<file path="src/design/mps_pkg.sv">
// ============================================================================
// mps_pkg: shared types and constants for the matrix prime scanner
// Field widths, matrix order, and the controller/datapath command and status.
// ============================================================================
package mps_pkg;

  localparam int ORDER        = 1024;
  localparam int VALUE_W      = 31;
  localparam int POS_W        = 20;
  localparam int RC_W         = 10;
  localparam int DIV_W        = 16;   // odd divisor, ceil(sqrt(2^31)) + 2 fits
  localparam int SQ_W         = 32;   // divisor squared
  localparam int REM_W        = DIV_W + 1;
  localparam int DIGIT_W      = 4;    // dividend bits folded in per cycle
  localparam int SHIFT_W      = 32;   // value padded to whole digits
  localparam int DIGITS       = SHIFT_W / DIGIT_W;
  localparam int DIGIT_CNT_W  = $clog2(DIGITS);

  localparam logic [DIV_W-1:0] FIRST_DIVISOR = DIV_W'(3);
  localparam logic [DIV_W-1:0] DIVISOR_STEP  = DIV_W'(2);
  localparam logic [SQ_W-1:0]  FIRST_SQUARE  = SQ_W'(9);
  localparam logic [VALUE_W-1:0] SMALLEST_PRIME = VALUE_W'(2);

  // commands from the controller to the datapath
  typedef struct packed {
    logic load;        // capture a new item
    logic init_div;    // divisor := 3, square := 9
    logic start_div;   // clear remainder, load dividend shifter
    logic div_step;    // fold in one digit of the dividend
    logic advance;     // next odd divisor
    logic finish;      // register the result and strobe it
    logic prime;       // verdict that goes with finish
  } mps_cmd_t;

  // status from the datapath to the controller
  typedef struct packed {
    logic below_two;
    logic is_two;
    logic even;
    logic square_over;   // divisor squared exceeds value
    logic last_digit;
    logic rem_zero;
  } mps_stat_t;

endpackage

</file>
<file path="src/design/matrix_prime_scanner_top.sv">
// ============================================================================
// matrix_prime_scanner_top: trial division primality test of matrix elements
// Tests each element, reports prime flag, row, column, value and last mark.
// ============================================================================
// Raise start with an item while busy is low; the item is taken at that edge
// and busy stays high until the verdict is known. Exactly one result follows
// per item, held on the result ports for one cycle with done high; the
// receiver cannot hold it off, so capture it on that cycle. Values below two
// and even values other than two finish in the screening state. Otherwise
// each odd divisor d = 3, 5, 7, ... runs a square bound check, the remainder
// unit at four dividend bits per cycle and a zero check; a 31-bit prime near
// 2^31 tries about 23170 divisors, and the remainder unit takes most of the
// time. The next item may be started on the cycle its predecessor's result
// is shown.
// ============================================================================
module matrix_prime_scanner_top
  import mps_pkg::*;
(
  input  logic               clk,
  input  logic               rst,
  input  logic               start,
  output logic               busy,
  input  logic [VALUE_W-1:0] value,
  input  logic [POS_W-1:0]   position,
  input  logic               last,
  output logic               done,
  output logic               is_prime,
  output logic [RC_W-1:0]    row,
  output logic [RC_W-1:0]    column,
  output logic [VALUE_W-1:0] tested_value,
  output logic               block_end
);

  mps_cmd_t  cmd;
  mps_stat_t stat;

  // sequencer: decide screening, divisor walk and the verdict
  mps_ctrl u_ctrl (
    .clk   (clk),
    .rst   (rst),
    .start (start),
    .busy  (busy),
    .stat  (stat),
    .cmd   (cmd)
  );

  // hold the item, track divisor and its square, run the remainder unit
  mps_datapath u_datapath (
    .clk          (clk),
    .rst          (rst),
    .cmd          (cmd),
    .stat         (stat),
    .value        (value),
    .position     (position),
    .last         (last),
    .done         (done),
    .is_prime     (is_prime),
    .row          (row),
    .column       (column),
    .tested_value (tested_value),
    .block_end    (block_end)
  );

endmodule

</file>
<file path="src/design/mps_datapath.sv">
// ============================================================================
// mps_datapath: item registers, divisor/square tracking and remainder unit
// Folds the dividend into the remainder four bits per cycle.
// ============================================================================
module mps_datapath
  import mps_pkg::*;
(
  input  logic               clk,
  input  logic               rst,
  input  mps_cmd_t           cmd,
  output mps_stat_t          stat,
  input  logic [VALUE_W-1:0] value,
  input  logic [POS_W-1:0]   position,
  input  logic               last,
  output logic               done,
  output logic               is_prime,
  output logic [RC_W-1:0]    row,
  output logic [RC_W-1:0]    column,
  output logic [VALUE_W-1:0] tested_value,
  output logic               block_end
);

  localparam logic [POS_W-1:0] ORDER_P = POS_W'(ORDER);

  logic [VALUE_W-1:0]     val;
  logic [POS_W-1:0]       pos;
  logic                   lst;
  logic [DIV_W-1:0]       divisor;
  logic [SQ_W-1:0]        square;
  logic [REM_W-1:0]       rem;
  logic [REM_W-1:0]       rem_next;
  logic [SHIFT_W-1:0]     shifter;
  logic [DIGIT_CNT_W-1:0] digit_cnt;

  // one radix-16 digit: four chained shift/compare/subtract steps
  always_comb begin
    logic [REM_W-1:0] r;
    r = rem;
    for (int i = 0; i < DIGIT_W; i++) begin
      r = {r[REM_W-2:0], shifter[SHIFT_W-1-i]};
      if (r >= {1'b0, divisor}) begin
        r = r - {1'b0, divisor};
      end
    end
    rem_next = r;
  end

  always_ff @(posedge clk) begin
    if (cmd.load) begin
      val <= value;
      pos <= position;
      lst <= last;
    end
    if (cmd.init_div) begin
      divisor <= FIRST_DIVISOR;
      square  <= FIRST_SQUARE;
    end else if (cmd.advance) begin
      divisor <= divisor + DIVISOR_STEP;
      square  <= square + {{(SQ_W-DIV_W-2){1'b0}}, divisor, 2'b00} + SQ_W'(4);
    end
    if (cmd.start_div) begin
      rem       <= '0;
      shifter   <= {{(SHIFT_W-VALUE_W){1'b0}}, val};
      digit_cnt <= '0;
    end else if (cmd.div_step) begin
      rem       <= rem_next;
      shifter   <= {shifter[SHIFT_W-DIGIT_W-1:0], {DIGIT_W{1'b0}}};
      digit_cnt <= digit_cnt + 1'b1;
    end
    if (cmd.finish) begin
      is_prime     <= cmd.prime;
      row          <= RC_W'(pos / ORDER_P);
      column       <= RC_W'(pos % ORDER_P);
      tested_value <= val;
      block_end    <= lst;
    end
  end

  always_ff @(posedge clk) begin
    if (rst) begin
      done <= 1'b0;
    end else begin
      done <= cmd.finish;
    end
  end

  always_comb begin
    stat.below_two   = (val < SMALLEST_PRIME);
    stat.is_two      = (val == SMALLEST_PRIME);
    stat.even        = ~val[0];
    stat.square_over = (square > {{(SQ_W-VALUE_W){1'b0}}, val});
    stat.last_digit  = (digit_cnt == DIGIT_CNT_W'(DIGITS - 1));
    stat.rem_zero    = (rem == '0);
  end

endmodule

</file>
<file path="src/design/mps_ctrl.sv">
// ============================================================================
// mps_ctrl: sequencer for the trial division test
// Screens small and even values, then walks the odd divisors.
// ============================================================================
module mps_ctrl
  import mps_pkg::*;
(
  input  logic      clk,
  input  logic      rst,
  input  logic      start,
  output logic      busy,
  input  mps_stat_t stat,
  output mps_cmd_t  cmd
);

  typedef enum logic [4:0] {
    S_IDLE   = 5'b00001,
    S_SCREEN = 5'b00010,
    S_TEST   = 5'b00100,
    S_DIVIDE = 5'b01000,
    S_EVAL   = 5'b10000
  } state_t;

  state_t state;
  state_t state_next;

  always_ff @(posedge clk) begin
    if (rst) begin
      state <= S_IDLE;
    end else begin
      state <= state_next;
    end
  end

  assign busy = (state != S_IDLE);

  always_comb begin
    state_next = state;
    cmd        = '0;
    unique case (state)
      S_IDLE: begin
        if (start) begin
          cmd.load   = 1'b1;
          state_next = S_SCREEN;
        end
      end
      S_SCREEN: begin
        priority if (stat.is_two) begin
          cmd.finish = 1'b1;
          cmd.prime  = 1'b1;
          state_next = S_IDLE;
        end else if (stat.below_two || stat.even) begin
          cmd.finish = 1'b1;
          state_next = S_IDLE;
        end else begin
          cmd.init_div = 1'b1;
          state_next   = S_TEST;
        end
      end
      S_TEST: begin
        if (stat.square_over) begin
          cmd.finish = 1'b1;
          cmd.prime  = 1'b1;
          state_next = S_IDLE;
        end else begin
          cmd.start_div = 1'b1;
          state_next    = S_DIVIDE;
        end
      end
      S_DIVIDE: begin
        cmd.div_step = 1'b1;
        if (stat.last_digit) begin
          state_next = S_EVAL;
        end
      end
      S_EVAL: begin
        if (stat.rem_zero) begin
          cmd.finish = 1'b1;
          state_next = S_IDLE;
        end else begin
          cmd.advance = 1'b1;
          state_next  = S_TEST;
        end
      end
      default: begin
        state_next = S_IDLE;
      end
    endcase
  end

endmodule

</file>
<file path="config.mk">
export PLATFORM = sky130hd
export DESIGN_NAME = matrix_prime_scanner_top
export DESIGN_NICKNAME = d
export VERILOG_FILES = /design/src/design/mps_pkg.sv /design/src/design/matrix_prime_scanner_top.sv /design/src/design/mps_datapath.sv /design/src/design/mps_ctrl.sv
export SDC_FILE = /design/constraint.sdc
export NUM_CORES = 1
export LEC_CHECK = 0
export BUFFER_PORTS_ARGS = -buffer_cell sky130_fd_sc_hd__buf_2
export CAP_MARGIN = 20
export CELL_PAD_IN_SITES_DETAIL_PLACEMENT = 0
export CELL_PAD_IN_SITES_GLOBAL_PLACEMENT = 2
export CORE_MARGIN = 8
export CORE_UTILIZATION = 44
export CTS_BUF_LIST = sky130_fd_sc_hd__clkbuf_4
export CTS_CLUSTER_DIAMETER = 40
export CTS_CLUSTER_SIZE = 8
export DETAILED_ROUTE_END_ITERATION = 10
export PLACE_DENSITY_LB_ADDON = 0.1
export SETUP_SLACK_MARGIN = 0.1
export SYNTH_ARGS = -nofsm -noshare
export SYNTH_HDL_FRONTEND = slang
export SYNTH_SLANG_ARGS = --single-unit
</file>
<file path="constraint.sdc">
create_clock -name clk -period 22.3 [get_ports clk]
set_input_delay 2.23 -clock clk [delete_from_list [all_inputs] [get_ports clk]]
set_output_delay 2.23 -clock clk [all_outputs]
set_load 0.03 [all_outputs]
</file>
==> out/qor.yml, run 1 <==
setup_path:
  r2r-start: "u_datapath.divisor[1]"
  path_class: "reg -> reg"
  reg2reg_depth: 35
  max_stage_delay_ps: 800
  required_ps: 22730
  worst_setup_path_start_kind: "flop"
  rrSetupSlack_ps: 10420
  cp_common_cell: "ha_1"
  cp_max_fo: 22
  end_kind: "flop"
  crit_path_top_delay_cell: "mux2i_1"
  r2r-end: "u_datapath.rem[2]"
  cp.arrival_ps: 12310
clocking:
  postCtsResizedCells: 0
  clockRootBuffer: "clkbuf_4"
  tritoncts: "built"
  clk_latency_ps: 640
  cts_buffers: 36
  clockBufferDepth: 3
  cts_sinks: 207
  htreeDepth: 2
  postCtsSetupBuffers: 0
  ctsHoldBuffers: 0
  path_clk_slew_ps: 90
layout:
  drive_above_1_share_pct: 17.9
  area_growth_pct: 12.2
  finalNonFillerCells: 1757
  final_common_cell: "edfxtp_1"
  final_cell_mix: "edfxtp_1 (136), ha_1 (125), buf_2 (109)"
  fin_nets: 1532
die:
  ioPinCount: 110
  row_count: 62
  core_um2: 28500
  initial_core_util_pct: 44.3
  die_area_um2: 34400
  die_w_um: 186
  die_h_um: 186
timing:
  setup_viol: 0
  finalCriticalPeriod_ps: 11880
  fmax_mhz: 84.2
  relSlewSlack_pct: 29.6
  hold_viol: 0
  drv_slew: 0
  rsz0062_at_grt: "false"
  fin_crit_sh_pct: 53.3
  skew_ps: 79.1
  tns_ps: 0
  max_slew.worst_pin.slew_ps: 1050
yosys:
  yosysSeqAreaShare_pct: 43.5
  syn_area_per_cell_um2: 10.4
  syn_inst: 1214
  synth-edff-count: 136
  synth.distinct_cells: 77
  yosys_warnings: 0
  ys_ff_latch: 207
  synthFlopType: "edfxtp_1"
  synth_area_um2: 12700
  syn_nets: 1399
  synth_top_cell_area_share_pct: 32.3
  synth.area.top_cells: "edfxtp_1 (32%), ha_1 (12%), dfxtp_1 (11%)"
  yosysTopAreaCell: "edfxtp_1"
  async_flop_share_pct: 0
global_route:
  grt_usage_pct: 21.3
  overflow: 0
  grt_pass1_vias: 9678
  antenna_found_initial: 2
  grt_pass1_wl_um: 56200
  grt_max_degree: 56
min_path:
  hold_start: "u_datapath.pos[12]"
  hold-path-cell-count: 0
  holdPathEnd: "u_datapath.row[2]"
  worstHoldPathType: "reg -> reg"
pwr:
  leakage_nw: 6.17
  peakVddDrop_mv: 0.0705
  p_per_area_nw_per_um2: 91.8
routing:
  vias: 9701
  ant_nets: 0
  first_pass_iters: 5
  drt_iter0_drc: 542
  drcViolationCount: 0
  vias_per_cell: 5.52
  postRouteWirelength_um: 36000
  wl_per_cell_um: 20.5
placed_design:
  placed_cells: 1692
  portBuffers: 109
  dp_hpwl_um: 27500
  place_congestion: 0.904
job:
  drv_cap: 0
status:
  status: "complete, no violations"
==> worst max path at each step <==
| stage | slack [ps] | start | end |
|---|---|---|---|
| 2_1_floorplan | 12970 | u_datapath.divisor[1] | u_datapath.rem[10] |
| 3_3_place_gp | 10810 | u_datapath.divisor[1] | u_datapath.rem[11] |
| 3_5_place_dp | 10580 | u_datapath.divisor[1] | u_datapath.rem[9] |
| 4_1_cts | 10530 | u_datapath.divisor[1] | u_datapath.rem[2] |
| 5_1_grt | 9660 | u_datapath.divisor[1] | u_datapath.rem[2] |
| 6_report | 10420 | u_datapath.divisor[1] | u_datapath.rem[2] |
==> registers in the layout, indices dropped and copies added (netlist names), 3 cells and up <==
| register | cells |
|---|---|
| u_datapath.square | 29 |
| u_datapath.rem | 17 |
| u_datapath.divisor | 15 |
| u_ctrl.state | 5 |
| u_datapath.row | 10 |
| u_datapath.digit_cnt | 3 |
| u_datapath.pos | 20 |
| u_datapath.tested_value | 31 |
| u_datapath.val | 31 |
| u_datapath.shifter | 32 |
| u_datapath.column | 10 |
==> Yosys cell counts, types with 5 or more instances <==
| cell | count |
|---|---|
| edfxtp_1 | 136 |
| ha_1 | 125 |
| nor2_1 | 92 |
| inv_1 | 81 |
| nand2_1 | 79 |
| a21oi_1 | 72 |
| dfxtp_1 | 71 |
| xnor2_1 | 56 |
| o21ai_0 | 51 |
| a21o_1 | 39 |
| mux2_2 | 37 |
| nor3_1 | 28 |
| xor2_1 | 28 |
| nand3_1 | 26 |
| nand4_1 | 26 |
| clkbuf_1 | 19 |
| mux2i_1 | 18 |
| nor4_1 | 15 |
| o2bb2ai_1 | 15 |
| o21a_1 | 14 |
| a221o_1 | 12 |
| o22ai_1 | 11 |
| and3_1 | 10 |
| nor2b_1 | 10 |
| a211oi_1 | 9 |
| and2_1 | 9 |
| o211ai_1 | 9 |
| o21bai_1 | 8 |
| o31ai_1 | 7 |
| or3_1 | 7 |
| nor3b_1 | 6 |
| or2_2 | 6 |
| a211o_1 | 5 |
| and4_1 | 5 |
| fa_1 | 5 |
| nand3b_1 | 5 |
==> logic make-up after synthesis <==
| family | synth area share [%] |
|---|---|
| simple gates | 13.3 |
| compound gates | 16.1 |
| mux | 4.83 |
| flops | 43.5 |
| buf+inv | 3.36 |
| fa+ha+maj | 13.2 |
| xor+xnor | 5.81 |
==> area by class of cell <==
type | count | area, µm²
multi-input cells | 900 | 6760
clock buffers | 49 | 368
diodes | 1 | 2.50
flip-flops and latches | 207 | 5510
clock inverters | 14 | 148
well taps | 384 | 480
fillers | 2710 | 14300
inverters | 81 | 304
repair buffers | 121 | 633
==> where the power goes <==
part | switching [mW] | total, mW | leakage, nW | internal (mW)
registers | 0.0188 | 0.449 | 1.84 | 0.431
clock network | 0.142 | 0.281 | 0.306 | 0.139
logic | 0.343 | 0.573 | 4.02 | 0.230
total | 0.504 | 1.30 | 6.17 | 0.800
==> stage by stage <==
stage | total power [mW] | worst slack [ps] | area, µm² | hold slack, ps | util, %
detailed placement | 1.02 | 10580 | 13700 | 406 | 47.9
floorplan | 0.889 | 12970 | 12700 | 400 | -
global route | 1.39 | 9660 | 14200 | 426 | 49.7
global placement | 1.03 | 10810 | 13700 | 401 | 47.9
finish | 1.30 | 10420 | 14200 | 393 | 49.7
CTS | 1.31 | 10530 | 14200 | 393 | 49.7
==> critical path: cells and delay by family, from the launching register on <==
family | cells | cell delay (ps)
AOI/OAI and AO/OA | 16 | 5260
adders and majority gates | 4 | 1490
buffers and inverters | 2 | 400
DFF | 1 | 470
muxes | 3 | 1530
and+or+nand+nor | 10 | 2540
==> layer usage <==
layer	part of all wire [%]	routed length (µm)	vias to the layer above	GRT usage, %
met1	51	18200	4581	31.3
met5	0	0	-	0
li1	-	-	4807	-
met4	1.4	519	0	5.24
met3	7.8	2820	35	6.30
met2	40	14400	278	30.0
Note: power is estimated with default switching activity, not from simulation.
==> run 2, diff against run 1 <==
Settings changed: ABC_AREA set to 1, CORE_UTILIZATION 44 to 34.
Clock period 22.3 ns to 10.85 ns, I/O delays scaled along.
==> run 2 against run 1 <==
Net effect:
- via count increased by 9.5%
- critical path type unchanged
- final cell count up 25%
- clock skew shrank 41 ps
- largest power group unchanged
- cell area rose by 2.1%
- routed wire length is 8.0% higher
- first-iteration DRC count shrank 7.0%
==> out/qor.yml, run 2 <==
layout:
  area_growth_pct: 12.4
  fillers: 3953  # +46%
  finalInstanceArea_um2: 14500  # +2.1%
  final_cell_mix: "nand2_1 (372), inv_1 (209), edfxtp_1 (136)"
  fin_nets: 1852  # +21%
  final_common_cell: "nand2_1"
  drive_above_1_share_pct: 12.1  # -5.7 points
  regMostFlops: "u_datapath.shifter"
  top_regs: "u_datapath.shifter x32, u_datapath.tested_value x31, u_datapath.val x31"
  largest_reg_flops: 32  # unchanged
placed_design:
  portBuffers: 109  # unchanged
  dp_hpwl_um: 30200  # +9.7%
  place_congestion: 0.853  # -5.6%
  place_area_um2: 14000  # +2.3%
global_route:
  grt_pass1_vias: 10600  # +10%
  antenna_found_initial: 1  # -1
  grt_max_degree: 60  # +7.1%
  grt_pass1_wl_um: 59700  # +6.2%
  grt_usage_pct: 17.2  # -4.1 points
  overflow: 0  # unchanged
routing:
  first_pass_iters: 5  # unchanged
  vias: 10600  # +9.5%
  wl_per_cell_um: 17.7  # -14%
  ant_nets: 0  # unchanged
  vias_per_cell: 4.82  # -13%
  drcViolationCount: 0  # unchanged
  postRouteWirelength_um: 38800  # +8.0%
  drt_iter0_drc: 504  # -7.0%
yosys:
  yosysTopAreaCell: "edfxtp_1"
  synthTopCellsByCount: "nand2_1 (373), inv_1 (209), edfxtp_1 (136), ha_1 (125), a21oi_1 (99)"
  synth_top_cell_area_share_pct: 31.7  # -0.60 points
  synth_area_um2: 12900  # +1.9%
  synth-edff-count: 136  # unchanged
  syn_nets: 1722  # +23%
  syn_inst: 1537  # +27%
  synth.distinct_cells: 50  # -35%
  yosys_warnings: 0  # unchanged
  syn_area_per_cell_um2: 8.39  # -20%
  synthFlopType: "edfxtp_1"
  yosysSeqAreaShare_pct: 42.7  # -0.81 points
  synth.area.top_cells: "edfxtp_1 (32%), ha_1 (12%), dfxtp_1 (11%)"
  async_flop_share_pct: 0  # unchanged
  yosys.cell_count.top_type: "nand2_1"
  ys_ff_latch: 207  # unchanged
clocking:
  postCtsSetupBuffers: 0  # unchanged
  clockRootBuffer: "clkbuf_4"
  clockBufferDepth: 3  # unchanged
  tritoncts: "built"
  path_clk_slew_ps: 100  # about the same
  clk_latency_ps: 650  # about the same
  cts_buffers: 37  # +2.8%
  ctsHoldBuffers: 0  # unchanged
  cts_sinks: 207  # unchanged
  htreeDepth: 2  # unchanged
  postCtsResizedCells: 0  # unchanged
die:
  die_w_um: 211  # +14%
  ioPinCount: 110  # unchanged
  core_um2: 37500  # +31%
  initial_core_util_pct: 34.4  # -9.9 points
  die_h_um: 211  # +14%
  row_count: 71  # +15%
  die_area_um2: 44400  # +29%
setup_path:
  path_class: "reg -> reg"
  cp_common_cell: "nand2_1"
  required_ps: 11430  # -11300 ps
  crit_end: "u_datapath.rem[12]"
  crit_path_top_delay_cell: "a21oi_2"
  cp_max_fo: 26  # +18%
  max_stage_delay_ps: 770  # -30 ps
  end_kind: "flop"
  rrSetupSlack_ps: 1440  # -8980 ps
  worstSetupPathDepth: 41  # +17%
  cp_top_family: "simple AND/OR/NAND/NOR gates"
  startpoint: "u_datapath.divisor[11]"
  r2r-start: "u_datapath.divisor[11]"
  r2r-end: "u_datapath.rem[12]"
  reg2reg_depth: 41  # +17%
  critPathBufInv: 4  # +2
  worst_setup_path_start_kind: "flop"
  cp.arrival_ps: 9980  # -2330 ps
timing:
  hold_viol: 0  # unchanged
  fmax_mhz: 106  # +26%
  tns_ps: 0  # unchanged
  finalCriticalPeriod_ps: 9410  # -2470 ps
  fin_crit_sh_pct: 86.7  # +33 points
  rsz0062_at_grt: "false"
  setup_viol: 0  # unchanged
  drv_slew: 0  # unchanged
  relSlewSlack_pct: 39.2  # +9.6 points
  skew_ps: 38.4  # -40.7 ps
  fin_hold_ws_ps: 413  # +20.3 ps
  max_slew.worst_pin.slew_ps: 913  # -135 ps
job:
  drv_cap: 0  # unchanged
pwr:
  peakVddDrop_mv: 0.301  # +330%
  power_frac_seq_pct: 21.2  # -13 points
  p_comb_share_pct: 65.5  # +22 points
  intPower_mw: 2.11  # +160%
  p_per_area_nw_per_um2: 298  # +220%
  sw_frac_of_total_pct: 51.1  # +12 points
  power.share.clock_pct: 13.3  # -8.2 points
  leakage_nw: 7.07  # +15%
  power.switching_mw: 2.21  # +340%
min_path:
  worstHoldPathType: "reg -> reg"
status:
  status: "complete, no violations"
-- run 2: cell count changes after synthesis, sizes merged, moves of 15 or more --
cell     previous run  this run
mux2               37         0
nand2              79       384
a21oi              73       100
mux2i              19         0
a21o               39         5
nand3              26        91
o21ai              53       114
o2bb2ai            15         0
inv                81       213
xnor2              56        37
-- run 2: cells by family after synthesis --
logic type / Yosys count / share of synthesized area [%]
simple gates: 637 / 21.7
compound gates: 256 / 10.7
buf+inv: 239 / 7.32
flops: 207 / 42.7
fa+ha+maj: 130 / 12.9
xor+xnor: 68 / 4.62
-- run 2: how the worst min path moves through the flow --
stage                             startpoint              endpoint  slack [ps]  cells after the start
final                         u_datapath.lst  u_datapath.block_end         410                      0
after detailed placement   u_datapath.pos[7]  u_datapath.column[7]         400                      0
after global placement     u_datapath.pos[6]  u_datapath.column[6]         400                      0
after CTS                     u_datapath.lst  u_datapath.block_end         420                      0
after floorplan               u_datapath.lst  u_datapath.block_end         400                      0
after global routing      u_datapath.pos[19]     u_datapath.row[9]         420                      0
-- run 2: worst reg2reg max path, delay by kind of cell, from the launching register on --
kind	cells	cell delay, ps
flops	1	430
buf+inv	4	540
fa+ha+maj	4	1580
compound gates	12	3310
simple gates	21	3490
-- run 2: power by group through the flow --
stage          Combinational, mW  Clock [mW]  Sequential, mW
2_1_floorplan               2.20           0           0.929
3_3_place_gp                2.88           0           0.932
3_5_place_dp                2.81           0           0.933
4_1_cts                     2.82       0.602           0.916
5_1_grt                     3.17       0.630           0.922
6_report                    2.83       0.573           0.915
-- run 2: layer usage --
| metal | share of wire, % | routed length [µm] | GRT usage, % |
|---|---|---|---|
| met4 | 3.0 | 1170 | 5.91 |
| met3 | 3.8 | 1470 | 3.01 |
| met5 | 0 | 0 | 0 |
| met2 | 49 | 19100 | 30.7 |
| met1 | 44 | 17100 | 20.7 |
-- run 2: area by class of cell --
| class | instances | area, µm² | share of cell area, % |
|---|---|---|---|
| multi-input combinational | 1091 | 6450 | 44.5 |
| sequential | 207 | 5510 | 38.0 |
| inverter | 215 | 807 | 5.57 |
| tap | 511 | 639 | 4.41 |
| timing repair buffer | 115 | 591 | 4.07 |
| clock buffer | 45 | 338 | 2.33 |
| clock inverter | 15 | 153 | 1.05 |
| antenna | 2 | 5.00 | 0.0345 |
-- run 2: metrics by stage --
| step | worst slack, ps | total power [mW] | cells | utilization [%] |
|---|---|---|---|---|
| after detailed placement | 1520 | 3.74 | 2139 | 37.3 |
| after floorplan | 3830 | 3.13 | 1537 | - |
| final | 1440 | 4.32 | 2201 | 38.7 |
| after global routing | 646 | 4.72 | 2201 | 38.7 |
| after global placement | 1610 | 3.81 | 2139 | 37.3 |
| after CTS | 1450 | 4.34 | 2199 | 38.6 |
==> run 3, diff against run 2 <==
Settings changed: CORE_MARGIN 8 to unset, CORE_UTILIZATION 34 to 38.
Clock period 10.85 ns to 8.9 ns, I/O delays scaled along.
==> run 3 against run 2 <==
Net effect:
- total power is 25% higher
- first-iteration DRC count up 9.7%
- count of clock-buffer cells in the layout is 4 higher
- routed wire length decreased by 3.1%
- critical path type unchanged
- non-clock buffer count is 32 higher
- highest routed layer is now met5
- global-route usage rose by 5.1 points
- clock power grew 16%
==> out/qor.yml, run 3 (synthesized netlist as in run 2, its figures left out) <==
status:
  status: "complete, no violations"
placed_design:
  portBuffers: 109  # unchanged
  dp_hpwl_um: 29300  # -3.0%
  place_congestion: 0.916  # +7.3%
  placed_cells: 2105  # -1.6%
setup_path:
  end_kind: "flop"
  r2r-start: "u_datapath.divisor[11]"
  max_stage_delay_ps: 430  # -340 ps
  critPathBufInv: 7  # +3
  cp_max_fo: 16  # -38%
  cp_common_cell: "nand2_1"
  rrSetupSlack_ps: 890  # -550 ps
  path_class: "reg -> reg"
  required_ps: 9460  # -1970 ps
  startpoint: "u_datapath.divisor[11]"
  r2r-end: "u_datapath.rem[6]"
  crit_path_top_delay_cell: "dfxtp_1"
  crit_end: "u_datapath.rem[6]"
  reg2reg_depth: 48  # +17%
  worstSetupPathDepth: 48  # +17%
  worst_setup_path_start_kind: "flop"
  cp_top_family: "simple AND/OR/NAND/NOR gates"
  cp.arrival_ps: 8570  # -1410 ps
routing:
  wl_per_cell_um: 17.3  # -1.9%
  vias_per_cell: 4.96  # +2.9%
  postRouteWirelength_um: 37700  # -3.1%
  drcViolationCount: 0  # unchanged
  drt_iter0_drc: 553  # +9.7%
  vias: 10800  # +1.6%
  ant_nets: 0  # unchanged
  first_pass_iters: 5  # unchanged
die:
  ioPinCount: 110  # unchanged
  die_h_um: 186  # -12%
  row_count: 67  # -5.6%
  die_w_um: 186  # -12%
  initial_core_util_pct: 38.5  # +4.2 points
  core_um2: 33400  # -11%
  die_area_um2: 34700  # -22%
layout:
  regMostFlops: "u_datapath.shifter"
  fin_nets: 1885  # +1.8%
  drive_above_1_share_pct: 14.2  # +2.1 points
  area_growth_pct: 13.7
  top_regs: "u_datapath.shifter x32, u_datapath.tested_value x31, u_datapath.val x31"
  multiInputGateArea_um2: 6480  # +0.45%
  final_cell_mix: "nand2_1 (372), inv_1 (209), edfxtp_1 (136)"
  final_core_util_pct: 43.8  # +5.2 points
  final_common_cell: "nand2_1"
  finalNonFillerCells: 2174  # -1.2%
  fillers: 3385  # -14%
  largest_reg_flops: 32  # unchanged
  seqCellArea_um2: 5510  # unchanged
timing:
  drv_slew: 0  # unchanged
  hold_viol: 0  # unchanged
  max_slew.worst_pin.slew_ps: 862  # -50.8 ps
  fin_hold_ws_ps: 416  # +2.80 ps
  skew_ps: 34.8  # -3.61 ps
  rsz0062_at_grt: "false"
  relSlewSlack_pct: 42.2  # +3.0 points
  fin_crit_sh_pct: 90.0  # +3.3 points
  finalCriticalPeriod_ps: 8010  # -1400 ps
  tns_ps: 0  # unchanged
  fmax_mhz: 125  # +17%
  setup_viol: 0  # unchanged
global_route:
  grt_max_degree: 60  # unchanged
  antenna_found_initial: 2  # +1
  grt_pass1_wl_um: 58500  # -2.0%
  grt_usage_pct: 22.4  # +5.1 points
  overflow: 0  # unchanged
  grt_pass1_vias: 10600  # -0.78%
clocking:
  tritoncts: "built"
  clockBufferDepth: 3  # unchanged
  path_clk_slew_ps: 90  # about the same
  clockRootBuffer: "clkbuf_4"
  cts_sinks: 207  # unchanged
  htreeDepth: 2  # unchanged
  cts_buffers: 37  # unchanged
  clk_latency_ps: 650  # about the same
min_path:
  worstHoldPathType: "reg -> reg"
pwr:
  peakVddDrop_mv: 0.388  # +29%
  total_power_mw: 5.41  # +25%
  leakage_nw: 7.25  # +2.5%
  p_per_area_nw_per_um2: 369  # +24%
job:
  drv_cap: 0  # unchanged
[run 3: cell types whose count changed in the layout (fill, tap and decap cells not counted), moves of 2 or more]
cell | previous run | this run
o21ai_0 | 92 | 90
clkinv_4 | 0 | 2
buf_4 | 6 | 38
clkbuf_4 | 45 | 49
bufinv_16 | 3 | 1
clkinv_2 | 2 | 4
clkinvlp_4 | 4 | 2
[run 3: layout make-up]
cell class | count | share of cell area (%)
Multi-Input combinational cell | 1092 | 44.2
Sequential cell | 207 | 37.5
Timing Repair Buffer | 147 | 5.67
Inverter | 215 | 5.52
Tap cell | 448 | 3.82
Clock buffer | 49 | 2.51
Clock inverter | 15 | 0.717
Antenna cell | 1 | 0.0171
[run 3: where the power goes]
| group | internal, mW | total (mW) | switching (mW) | leakage (nW) |
|---|---|---|---|---|
| Sequential | 1.08 | 1.12 | 0.0401 | 1.85 |
| Clock | 0.293 | 0.663 | 0.370 | 0.279 |
| Combinational | 1.34 | 3.63 | 2.29 | 5.12 |
[run 3: worst min path at each step]
stage	start	to	slack, ps	cells past startpoint
after floorplan	u_datapath.lst	u_datapath.block_end	400	0
after global placement	u_datapath.pos[6]	u_datapath.column[6]	400	0
after detailed placement	u_datapath.pos[10]	u_datapath.row[0]	400	0
after CTS	position[6]	u_datapath.pos[6]	350	1
after global routing	value[11]	u_datapath.val[11]	350	1
final	u_datapath.pos[10]	u_datapath.row[0]	420	0
[run 3: timing repair]
action                                  CTS  global route
resized for setup                         0             9
buffers inserted                          0             3
hold buffers                              0             0
endpoints found under the hold margin     0             0
endpoints found under the setup margin    0            17
[run 3: through the flow]
stage          setup slack [ps]  area [µm²]
6_report                    891       14700
4_1_cts                     305       14600
2_1_floorplan              1880       12900
3_3_place_gp                376       14100
5_1_grt                    96.4       14700
3_5_place_dp                368       14100
[run 3: worst reg2reg max path, delay by kind of cell (launching register included)]
family	cells	cell delay, ps
compound gates	9	1550
simple gates	28	3730
flops	1	430
buf+inv	7	750
fa+ha+maj	4	1470
[run 3: metal layers]
metal	global-route usage, %	share of wire [%]
met1	27.9	44
met2	38.0	47
met3	3.23	3.6
met4	10.9	4.8
met5	0	0.048
